$ cat config.mk
export PLATFORM = sky130hd
export DESIGN_NAME = tank_level_gauge_filter_core
export DESIGN_NICKNAME = d
export VERILOG_FILES = /design/src/rtl/tlgf_pkg.sv /design/src/rtl/tlgf_out_fifo.sv /design/src/rtl/tank_level_gauge_filter_core.sv
export SDC_FILE = /design/constraint.sdc
export NUM_CORES = 1
export LEC_CHECK = 0
export ABC_AREA = 1
export BUFFER_PORTS_ARGS = -buffer_cell sky130_fd_sc_hd__buf_4
export CAP_MARGIN = 20
export CORE_MARGIN = 3
export CORE_UTILIZATION = 61
export DETAILED_ROUTE_END_ITERATION = 7
export HOLD_SLACK_MARGIN = 0.12
export PLACE_DENSITY = 0.8
export SETUP_SLACK_MARGIN = 0.5
export SYNTH_ARGS = -nofsm -noshare
export SYNTH_HDL_FRONTEND = slang
export SYNTH_SLANG_ARGS = --single-unit
export TNS_END_PERCENT = 5
$ cat constraint.sdc
create_clock -name i_clk -period 7.46 [get_ports i_clk]
set_clock_uncertainty 0.05 [all_clocks]
set_input_delay 0.746 -clock i_clk [delete_from_list [all_inputs] [get_ports i_clk]]
set_output_delay 0.746 -clock i_clk [all_outputs]
set_load 0.1 [all_outputs]
$ cat src/rtl/tlgf_pkg.sv
// Package with types and constants of the tank level gauge filter.
package tlgf_pkg;

    localparam int TANKS_DEF = 2;

    localparam logic [1:0] SEL_WATER = 2'd2;
    localparam logic [1:0] SEL_FOAM  = 2'd1;

    localparam logic [1:0] CNT_LAST    = 2'd3;
    localparam logic [7:0] PRESENT_MIN = 8'd16;
    localparam int         LEVEL_W     = 4;
    localparam logic [LEVEL_W-1:0] LEVEL_MAX  = 4'd8;
    localparam logic [LEVEL_W-1:0] LEVEL_ZERO = 4'd0;
    localparam int         GAIN_SHIFT  = 10;

    // power of two
    localparam int FIFO_DEPTH = 4;
    localparam int FIFO_PTR_W = $clog2(FIFO_DEPTH);
    localparam int FIFO_CNT_W = $clog2(FIFO_DEPTH + 1);

    localparam logic [1:0] REG_WATER_MIN  = 2'd0;
    localparam logic [1:0] REG_WATER_GAIN = 2'd1;
    localparam logic [1:0] REG_FOAM_MIN   = 2'd2;
    localparam logic [1:0] REG_FOAM_GAIN  = 2'd3;

    typedef struct packed {
        logic [1:0] cnt;
        logic [9:0] sum;
        logic [7:0] filt;
    } t_entry;

    typedef struct packed {
        logic               present;
        logic [LEVEL_W-1:0] level;
        logic               tank;
    } t_result;

endpackage

$ cat src/rtl/tlgf_out_fifo.sv
// Result queue in front of the master stream port.
module tlgf_out_fifo (
    input  logic                                i_clk,
    input  logic                                i_rst_n,
    input  logic                                i_push,
    input  tlgf_pkg::t_result                   i_data,
    output logic                                o_valid,
    input  logic                                i_ready,
    output tlgf_pkg::t_result                   o_data,
    output logic [tlgf_pkg::FIFO_CNT_W-1:0]     o_count
);

    tlgf_pkg::t_result r_mem [tlgf_pkg::FIFO_DEPTH];
    logic [tlgf_pkg::FIFO_PTR_W-1:0] r_wr_ptr;
    logic [tlgf_pkg::FIFO_PTR_W-1:0] r_rd_ptr;
    logic [tlgf_pkg::FIFO_CNT_W-1:0] r_count;
    logic pop;

    assign o_valid = (r_count != '0);
    assign o_data  = r_mem[r_rd_ptr];
    assign o_count = r_count;
    assign pop     = o_valid && i_ready;

    always_ff @(posedge i_clk) begin
        if (i_push) begin
            r_mem[r_wr_ptr] <= i_data;
        end
    end

    always_ff @(posedge i_clk) begin
        if (!i_rst_n) begin
            r_wr_ptr <= '0;
            r_rd_ptr <= '0;
            r_count  <= '0;
        end else begin
            if (i_push) begin
                r_wr_ptr <= r_wr_ptr + 1'b1;
            end
            if (pop) begin
                r_rd_ptr <= r_rd_ptr + 1'b1;
            end
            if (i_push && !pop) begin
                r_count <= r_count + 1'b1;
            end else if (!i_push && pop) begin
                r_count <= r_count - 1'b1;
            end
        end
    end

endmodule

$ cat src/rtl/tank_level_gauge_filter_core.sv
// Tank level gauge filter: per-tank boxcar average, first-order IIR, gain and clamp.
// The transaction that completes a group of 4 passes stage 1, stage 2 and the output
// queue. Throughput: one sample per cycle while tready is high; the per-tank state
// memory is read one cycle and written back the next, with forwarding between
// back-to-back samples of one tank. Reset: control and entry valid bits clear, every
// tank reads as zero, config registers reset to zero; no clearing pass.
module tank_level_gauge_filter_core #(
    parameter int TANKS = tlgf_pkg::TANKS_DEF
) (
    input  logic        i_clk,
    input  logic        i_rst_n,
    input  logic        i_s_axis_tvalid,
    output logic        o_s_axis_tready,
    input  logic [15:0] i_s_axis_tdata,  // [7:0] sample, [8] power_ok, [9] blink_phase
    input  logic [1:0]  i_s_axis_tuser,  // [1:0] channel_select
    output logic        o_m_axis_tvalid,
    input  logic        i_m_axis_tready,
    output logic [7:0]  o_m_axis_tdata,  // [3:0] level, [4] sensor_present
    output logic        o_m_axis_tuser,  // [0] tank
    input  logic        psel,
    input  logic        penable,
    input  logic        pwrite,
    input  logic [3:0]  paddr,
    input  logic [31:0] pwdata,
    output logic [31:0] prdata,
    output logic        pready
);

    localparam int IDX_W = (TANKS > 1) ? $clog2(TANKS) : 1;
    localparam int OCC_W = tlgf_pkg::FIFO_CNT_W + 1;

    // configuration
    logic [7:0]  r_water_min;
    logic [15:0] r_water_gain;
    logic [7:0]  r_foam_min;
    logic [15:0] r_foam_gain;
    logic        cfg_wr;

    assign pready = 1'b1;
    assign cfg_wr = psel && penable && pwrite && pready;

    always_ff @(posedge i_clk) begin
        if (!i_rst_n) begin
            r_water_min  <= '0;
            r_water_gain <= '0;
            r_foam_min   <= '0;
            r_foam_gain  <= '0;
        end else if (cfg_wr) begin
            case (paddr[3:2])
                tlgf_pkg::REG_WATER_MIN:  r_water_min  <= pwdata[7:0];
                tlgf_pkg::REG_WATER_GAIN: r_water_gain <= pwdata[15:0];
                tlgf_pkg::REG_FOAM_MIN:   r_foam_min   <= pwdata[7:0];
                tlgf_pkg::REG_FOAM_GAIN:  r_foam_gain  <= pwdata[15:0];
                default: ;
            endcase
        end
    end

    always_comb begin
        case (paddr[3:2])
            tlgf_pkg::REG_WATER_MIN:  prdata = {24'd0, r_water_min};
            tlgf_pkg::REG_WATER_GAIN: prdata = {16'd0, r_water_gain};
            tlgf_pkg::REG_FOAM_MIN:   prdata = {24'd0, r_foam_min};
            tlgf_pkg::REG_FOAM_GAIN:  prdata = {16'd0, r_foam_gain};
            default:                  prdata = '0;
        endcase
    end

    // input decode
    logic             s_fire;
    logic             in_foam;
    logic             in_hit;
    logic [IDX_W-1:0] in_addr;

    assign s_fire  = i_s_axis_tvalid && o_s_axis_tready;
    assign in_foam = (i_s_axis_tuser == tlgf_pkg::SEL_FOAM);
    assign in_hit  = i_s_axis_tdata[8] &&
                     ((i_s_axis_tuser == tlgf_pkg::SEL_WATER) || (in_foam && (TANKS > 1)));
    assign in_addr = IDX_W'(in_foam);

    // state memory
    tlgf_pkg::t_entry r_mem [TANKS];
    logic [TANKS-1:0] r_ent_vld;
    tlgf_pkg::t_entry r_rd_data;
    logic             r_rd_vld;

    logic             r_s1_vld;
    logic [IDX_W-1:0] r_s1_addr;
    logic [7:0]       r_s1_smp;
    logic             r_s1_blink;

    logic             r_wb_vld;
    logic [IDX_W-1:0] r_wb_addr;
    tlgf_pkg::t_entry r_wb_data;

    tlgf_pkg::t_entry s1_old;
    tlgf_pkg::t_entry n_entry;
    logic [9:0]       s1_sum;
    logic [9:0]       s1_filt_acc;
    logic             s1_done;

    always_ff @(posedge i_clk) begin
        if (s_fire && in_hit) begin
            r_rd_data <= r_mem[in_addr];
            r_rd_vld  <= r_ent_vld[in_addr];
        end
        if (r_s1_vld) begin
            r_mem[r_s1_addr] <= n_entry;
        end
    end

    always_ff @(posedge i_clk) begin
        if (!i_rst_n) begin
            r_ent_vld <= '0;
            r_s1_vld  <= 1'b0;
            r_wb_vld  <= 1'b0;
        end else begin
            if (r_s1_vld) begin
                r_ent_vld[r_s1_addr] <= 1'b1;
            end
            r_s1_vld <= s_fire && in_hit;
            r_wb_vld <= r_s1_vld;
        end
    end

    always_ff @(posedge i_clk) begin
        if (s_fire) begin
            r_s1_addr  <= in_addr;
            r_s1_smp   <= i_s_axis_tdata[7:0];
            r_s1_blink <= i_s_axis_tdata[9];
        end
        r_wb_addr <= r_s1_addr;
        r_wb_data <= n_entry;
    end

    // read-modify-write with forwarding from the previous write
    always_comb begin
        if (r_wb_vld && (r_wb_addr == r_s1_addr)) begin
            s1_old = r_wb_data;
        end else if (r_rd_vld) begin
            s1_old = r_rd_data;
        end else begin
            s1_old = '0;
        end
        s1_sum      = s1_old.sum + {2'b00, r_s1_smp};
        s1_filt_acc = {2'b00, s1_old.filt} + {1'b0, s1_old.filt, 1'b0} + {2'b00, s1_sum[9:2]};
        s1_done     = (s1_old.cnt == tlgf_pkg::CNT_LAST);
        if (s1_done) begin
            n_entry.cnt  = '0;
            n_entry.sum  = '0;
            n_entry.filt = s1_filt_acc[9:2];
        end else begin
            n_entry.cnt  = s1_old.cnt + 2'd1;
            n_entry.sum  = s1_sum;
            n_entry.filt = s1_old.filt;
        end
    end

    // level stage
    logic       r_s2_vld;
    logic       r_s2_tank;
    logic [7:0] r_s2_filt;
    logic       r_s2_present;
    logic       r_s2_blink;

    always_ff @(posedge i_clk) begin
        if (!i_rst_n) begin
            r_s2_vld <= 1'b0;
        end else begin
            r_s2_vld <= r_s1_vld && s1_done;
        end
    end

    always_ff @(posedge i_clk) begin
        r_s2_tank    <= r_s1_addr[0];
        r_s2_filt    <= n_entry.filt;
        r_s2_present <= (r_s1_smp > tlgf_pkg::PRESENT_MIN);
        r_s2_blink   <= r_s1_blink;
    end

    logic [7:0]        s2_min;
    logic [15:0]       s2_gain;
    logic [7:0]        s2_diff;
    logic [23:0]       s2_prod;
    logic [13:0]       s2_raw;
    tlgf_pkg::t_result s2_res;

    always_comb begin
        s2_min  = r_s2_tank ? r_foam_min  : r_water_min;
        s2_gain = r_s2_tank ? r_foam_gain : r_water_gain;
        s2_diff = r_s2_filt - s2_min;
        s2_prod = s2_diff * s2_gain;
        s2_raw  = s2_prod[23:tlgf_pkg::GAIN_SHIFT];
        s2_res.tank    = r_s2_tank;
        s2_res.present = r_s2_present;
        if (!r_s2_present) begin
            s2_res.level = r_s2_blink ? tlgf_pkg::LEVEL_MAX : tlgf_pkg::LEVEL_ZERO;
        end else if (r_s2_filt <= s2_min) begin
            s2_res.level = tlgf_pkg::LEVEL_ZERO;
        end else if (s2_raw > 14'(tlgf_pkg::LEVEL_MAX)) begin
            s2_res.level = tlgf_pkg::LEVEL_MAX;
        end else begin
            s2_res.level = s2_raw[tlgf_pkg::LEVEL_W-1:0];
        end
    end

    // output queue; input ready reserves a slot for every item in flight
    tlgf_pkg::t_result               out_res;
    logic [tlgf_pkg::FIFO_CNT_W-1:0] fifo_count;
    logic [OCC_W-1:0]                occ;

    tlgf_out_fifo u_out_fifo (
        .i_clk   (i_clk),
        .i_rst_n (i_rst_n),
        .i_push  (r_s2_vld),
        .i_data  (s2_res),
        .o_valid (o_m_axis_tvalid),
        .i_ready (i_m_axis_tready),
        .o_data  (out_res),
        .o_count (fifo_count)
    );

    assign occ = {1'b0, fifo_count} + OCC_W'(r_s1_vld) + OCC_W'(r_s2_vld);
    assign o_s_axis_tready = (occ < OCC_W'(tlgf_pkg::FIFO_DEPTH));

    assign o_m_axis_tdata = {3'b000, out_res.present, out_res.level};
    assign o_m_axis_tuser = out_res.tank;

endmodule

==> impl_metrics.ini <==
[run_status]
status = complete, no violations

[synth]
netlist_instances = 1491
synth.ff_latch_count = 180
dominantRegCellSynth = edfxtp_1
post_synthesis_area_per_instance_sq_um = 8.43
synthArstFlopShare_pct = 0
post_synth_num_cell_types = 45
yosysWarningCount = 0
yosysSeqAreaShare_pct = 36.2
syn_area_sq_um = 12600
edff_count_synth = 95

[worst_hold_path]
timing.hold.worst.class = reg -> reg
min_path_cells = 0

[final_layout]
multi_input_area_sq_um = 7040
final_layout_size_suffix_gt1_share_pct = 13.7
finish.net_count = 1783
n_fill_cell = 1460
insertedDiodeCount = 0
fin_util_pct = 71.4
area.sequential_sq_um = 4560
area_growth_from_synthesis_to_layout_pct = 12.6

[setup_path]
worst_path_most_repeated_cell = nand2_1
cp_data_required_time_ps = 7700
critical_path_buffer_and_inverter_count = 7
cp_top_family = adder cells
crit_path_end_kind = flip-flop
setup.worst_path.class = reg -> reg
critical_path.reg2reg.startpoint = r_s2_tank
ff2ff_setup_slack_ps = 790
timing.critical_path.fanout_max = 6
crit_path_start = r_s2_tank
crit_path_end = u_out_fifo.r_mem[0][3]
worst-path-stages = 35
cp_slowest_cell = fa_1
cpPeakStageDelay_ps = 540
timing.critical_path.arrival_ps = 6920
crit_path_start_kind = flip-flop
ff2ff_path_depth = 35
r2r-end = u_out_fifo.r_mem[0][3]

[die]
top_level_ports = 105
die_height_um = 150
floorplan_core_area_sq_um = 19800
rows = 51
horizontal_die_dimension_um = 150
start_util_pct = 63.4
fp.dieArea_sq_um = 22400

[sta]
maxSlewViolCount = 0
rsz0062_at_grt = no
total_negative_setup_slack_ps = 0
clock.fmax_ghz = 0.150
hold_violations = 0
finalSetupViolCount = 0
post-route-period-util_pct = 89.5
slew_headroom_pct = 28.1
timing.final.crit_period_ps = 6670
timing_worst_slew_pin_value_ps = 1080

[power]
p_seq_share_pct = 35.8
part_of_the_power_in_the_clock_network_pct = 26.7
power.net_switching_uw = 1360
peakVddDrop_mv = 0.200
power_frac_comb_pct = 37.5
internal-power_uw = 1970
netSwitchingFraction_pct = 40.8
power.leakage_uw = 0.00638
powerDensity_nw_per_um2 = 234

[route]
route.vias.total = 10054
totalWireLength_um = 29000
drt-pass1-iter-count = 5
antenna_left = 0
initialDrtViolationCount = 749
drt-vias-per-instance = 5.49
drt-wirelength-per-cell_um = 15.9
drc = 0

[grt]
grt_start_max_net_pins = 55
vias_in_the_first_global_route = 9760
gr-usage-all-layers_pct = 25.8
grt_pass1_wl_um = 46100
antenna_found_initial = 0
globalRouteOverflowTotal = 0

[clock_tree]
cts_buffer_depth = 2
clock-sinks = 180
cts-buffers-inserted = 17
h-tree-depth = 4
ctsHoldBuffers = 0
insertion_delay_ps = 440
tritoncts = yes
clkTransAtPathRegs_ps = 70
ctsRootBufferMaster = clkbuf_16

[placement]
routabilityCongestion = 0.899
post-dp-hpwl_um = 20600
count_of_port_buffers_added_during_placement = 60

[job]
max-cap-violations = 0
==> state kept, by name, summed over array words and instances, names as in the netlist, 2 cells and up, named ones only <==
| signal | flops |
|---|---|
| r_s1_smp | 8 |
| r_s2_filt | 8 |
| r_wb_data | 12 |
| u_out_fifo.o_count | 3 |
| r_foam_gain | 16 |
| r_mem | 40 |
| u_out_fifo.r_rd_ptr | 2 |
| r_rd_data | 20 |
| r_water_gain | 16 |
| r_ent_vld | 2 |
| r_water_min | 8 |
| r_foam_min | 8 |
| u_out_fifo.r_mem | 24 |
| u_out_fifo.r_wr_ptr | 2 |
==> Yosys cell counts (3+ instances only) <==
cell type	n	area share [%]
nand2_1	252	7.5
xnor2_1	9	0.63
ha_1	74	7.4
o2111ai_1	8	0.56
inv_1	273	8.1
buf_1	3	0.090
or2_2	5	0.25
o22ai_1	14	0.70
a21o_1	3	0.18
nor4_1	5	0.25
dfxtp_1	85	14
nand2_2	11	0.55
nand3_1	50	2.0
mux2i_1	7	0.56
a21oi_1	71	2.8
o21ai_1	5	0.20
clkbuf_1	27	0.81
fa_1	94	15
buf_4	22	1.3
nand4_1	4	0.20
nand3_2	4	0.32
xor2_1	6	0.42
edfxtp_1	95	23
nor3_1	9	0.36
o21a_1	4	0.24
nor2_1	202	6.0
mux2_2	20	1.8
o21ai_0	105	4.2
==> through the flow <==
step | instances | total power, uW | cell area, sq um | setup WS, ps | hold WS, ps
after floorplan | 1509 | 2070 | 12600 | 623 | 273
after global placement | 1792 | 2300 | 13200 | 404 | 278
after detailed placement | 1792 | 2330 | 13200 | 386 | 279
after CTS | 1824 | 3230 | 13800 | 562 | 297
after global routing | 1832 | 3500 | 14200 | 366 | 315
final | 1832 | 3320 | 14200 | 785 | 294
==> cell families (layout without fill, tap and decap cells) <==
| logic type | count (synthesis) | count (layout) | share of synthesized area, % |
|---|---|---|---|
| flip-flops | 180 | 180 | 36.2 |
| XOR/XNOR | 15 | 15 | 1.04 |
| AO/OA/AOI/OAI | 216 | 216 | 9.25 |
| multiplexers | 27 | 27 | 2.35 |
| buffers and inverters | 331 | 388 | 10.6 |
| AND/OR/NAND/NOR | 552 | 553 | 18.1 |
| adder cells (fa/ha/maj) | 168 | 168 | 22.3 |
| other | 2 | 20 | 0.0597 |
==> worst reg2reg max path: cells and delay by family (launching register included) <==
family | cells | cell delay, ps
simple gates | 19 | 2520
compound gates | 3 | 340
flops | 1 | 420
buf+inv | 7 | 520
fa+ha+maj | 6 | 2700
==> worst min path at each step <==
stage | to | slack, ps | start
after floorplan | r_s2_blink | 270 | r_s1_blink
after global placement | r_s2_blink | 280 | r_s1_blink
after detailed placement | r_s2_blink | 280 | r_s1_blink
after CTS | r_s2_blink | 300 | r_s1_blink
after global routing | r_s2_blink | 310 | r_s1_blink
final | r_s2_blink | 290 | r_s1_blink
==> cell usage in the layout (no fill, tap or decap), types with 21 or more instances in the layout <==
cell type,n
a21oi_1,62
nor2_1,193
o21ai_0,100
nand2_2,21
nand3_1,49
dfxtp_1,84
fa_1,93
edfxtp_1,95
inv_1,270
nand2_1,241
ha_1,66
buf_4,79
==> area by class of cell <==
type                    instances  share of cell area [%]
clock buffers                  18                    3.03
inverters                     276                    7.34
well taps                     265                    2.34
multi-input cells             999                    49.7
flip-flops and latches        180                    32.2
repair buffers                 80                    4.27
clock inverters                14                    1.15
==> what timing repair did <==
item                       4_1_cts  5_1_grt
setup buffers                    0        7
setup endpoints to repair       16       16
cloned                           0        1
pin swaps                        0       16
resized for setup                4       71
==> power by group through the flow <==
stage / Sequential, uW / Combinational, uW / Clock [uW]
after floorplan: 1190 / 889 / 0
after global placement: 1200 / 1090 / 0
after detailed placement: 1210 / 1130 / 0
after CTS: 1190 / 1150 / 896
after global routing: 1200 / 1370 / 933
final: 1190 / 1240 / 887
==> routing by layer <==
layer | track usage, % | up-vias | routed length [um]
met4 | 6.68 | 0 | 437
met2 | 42.7 | 394 | 13900
met1 | 35.9 | 4793 | 12600
li1 | - | 4820 | -
met3 | 4.30 | 47 | 2060
met5 | 0 | - | 0
Note: power is estimated with default switching activity, not from simulation.
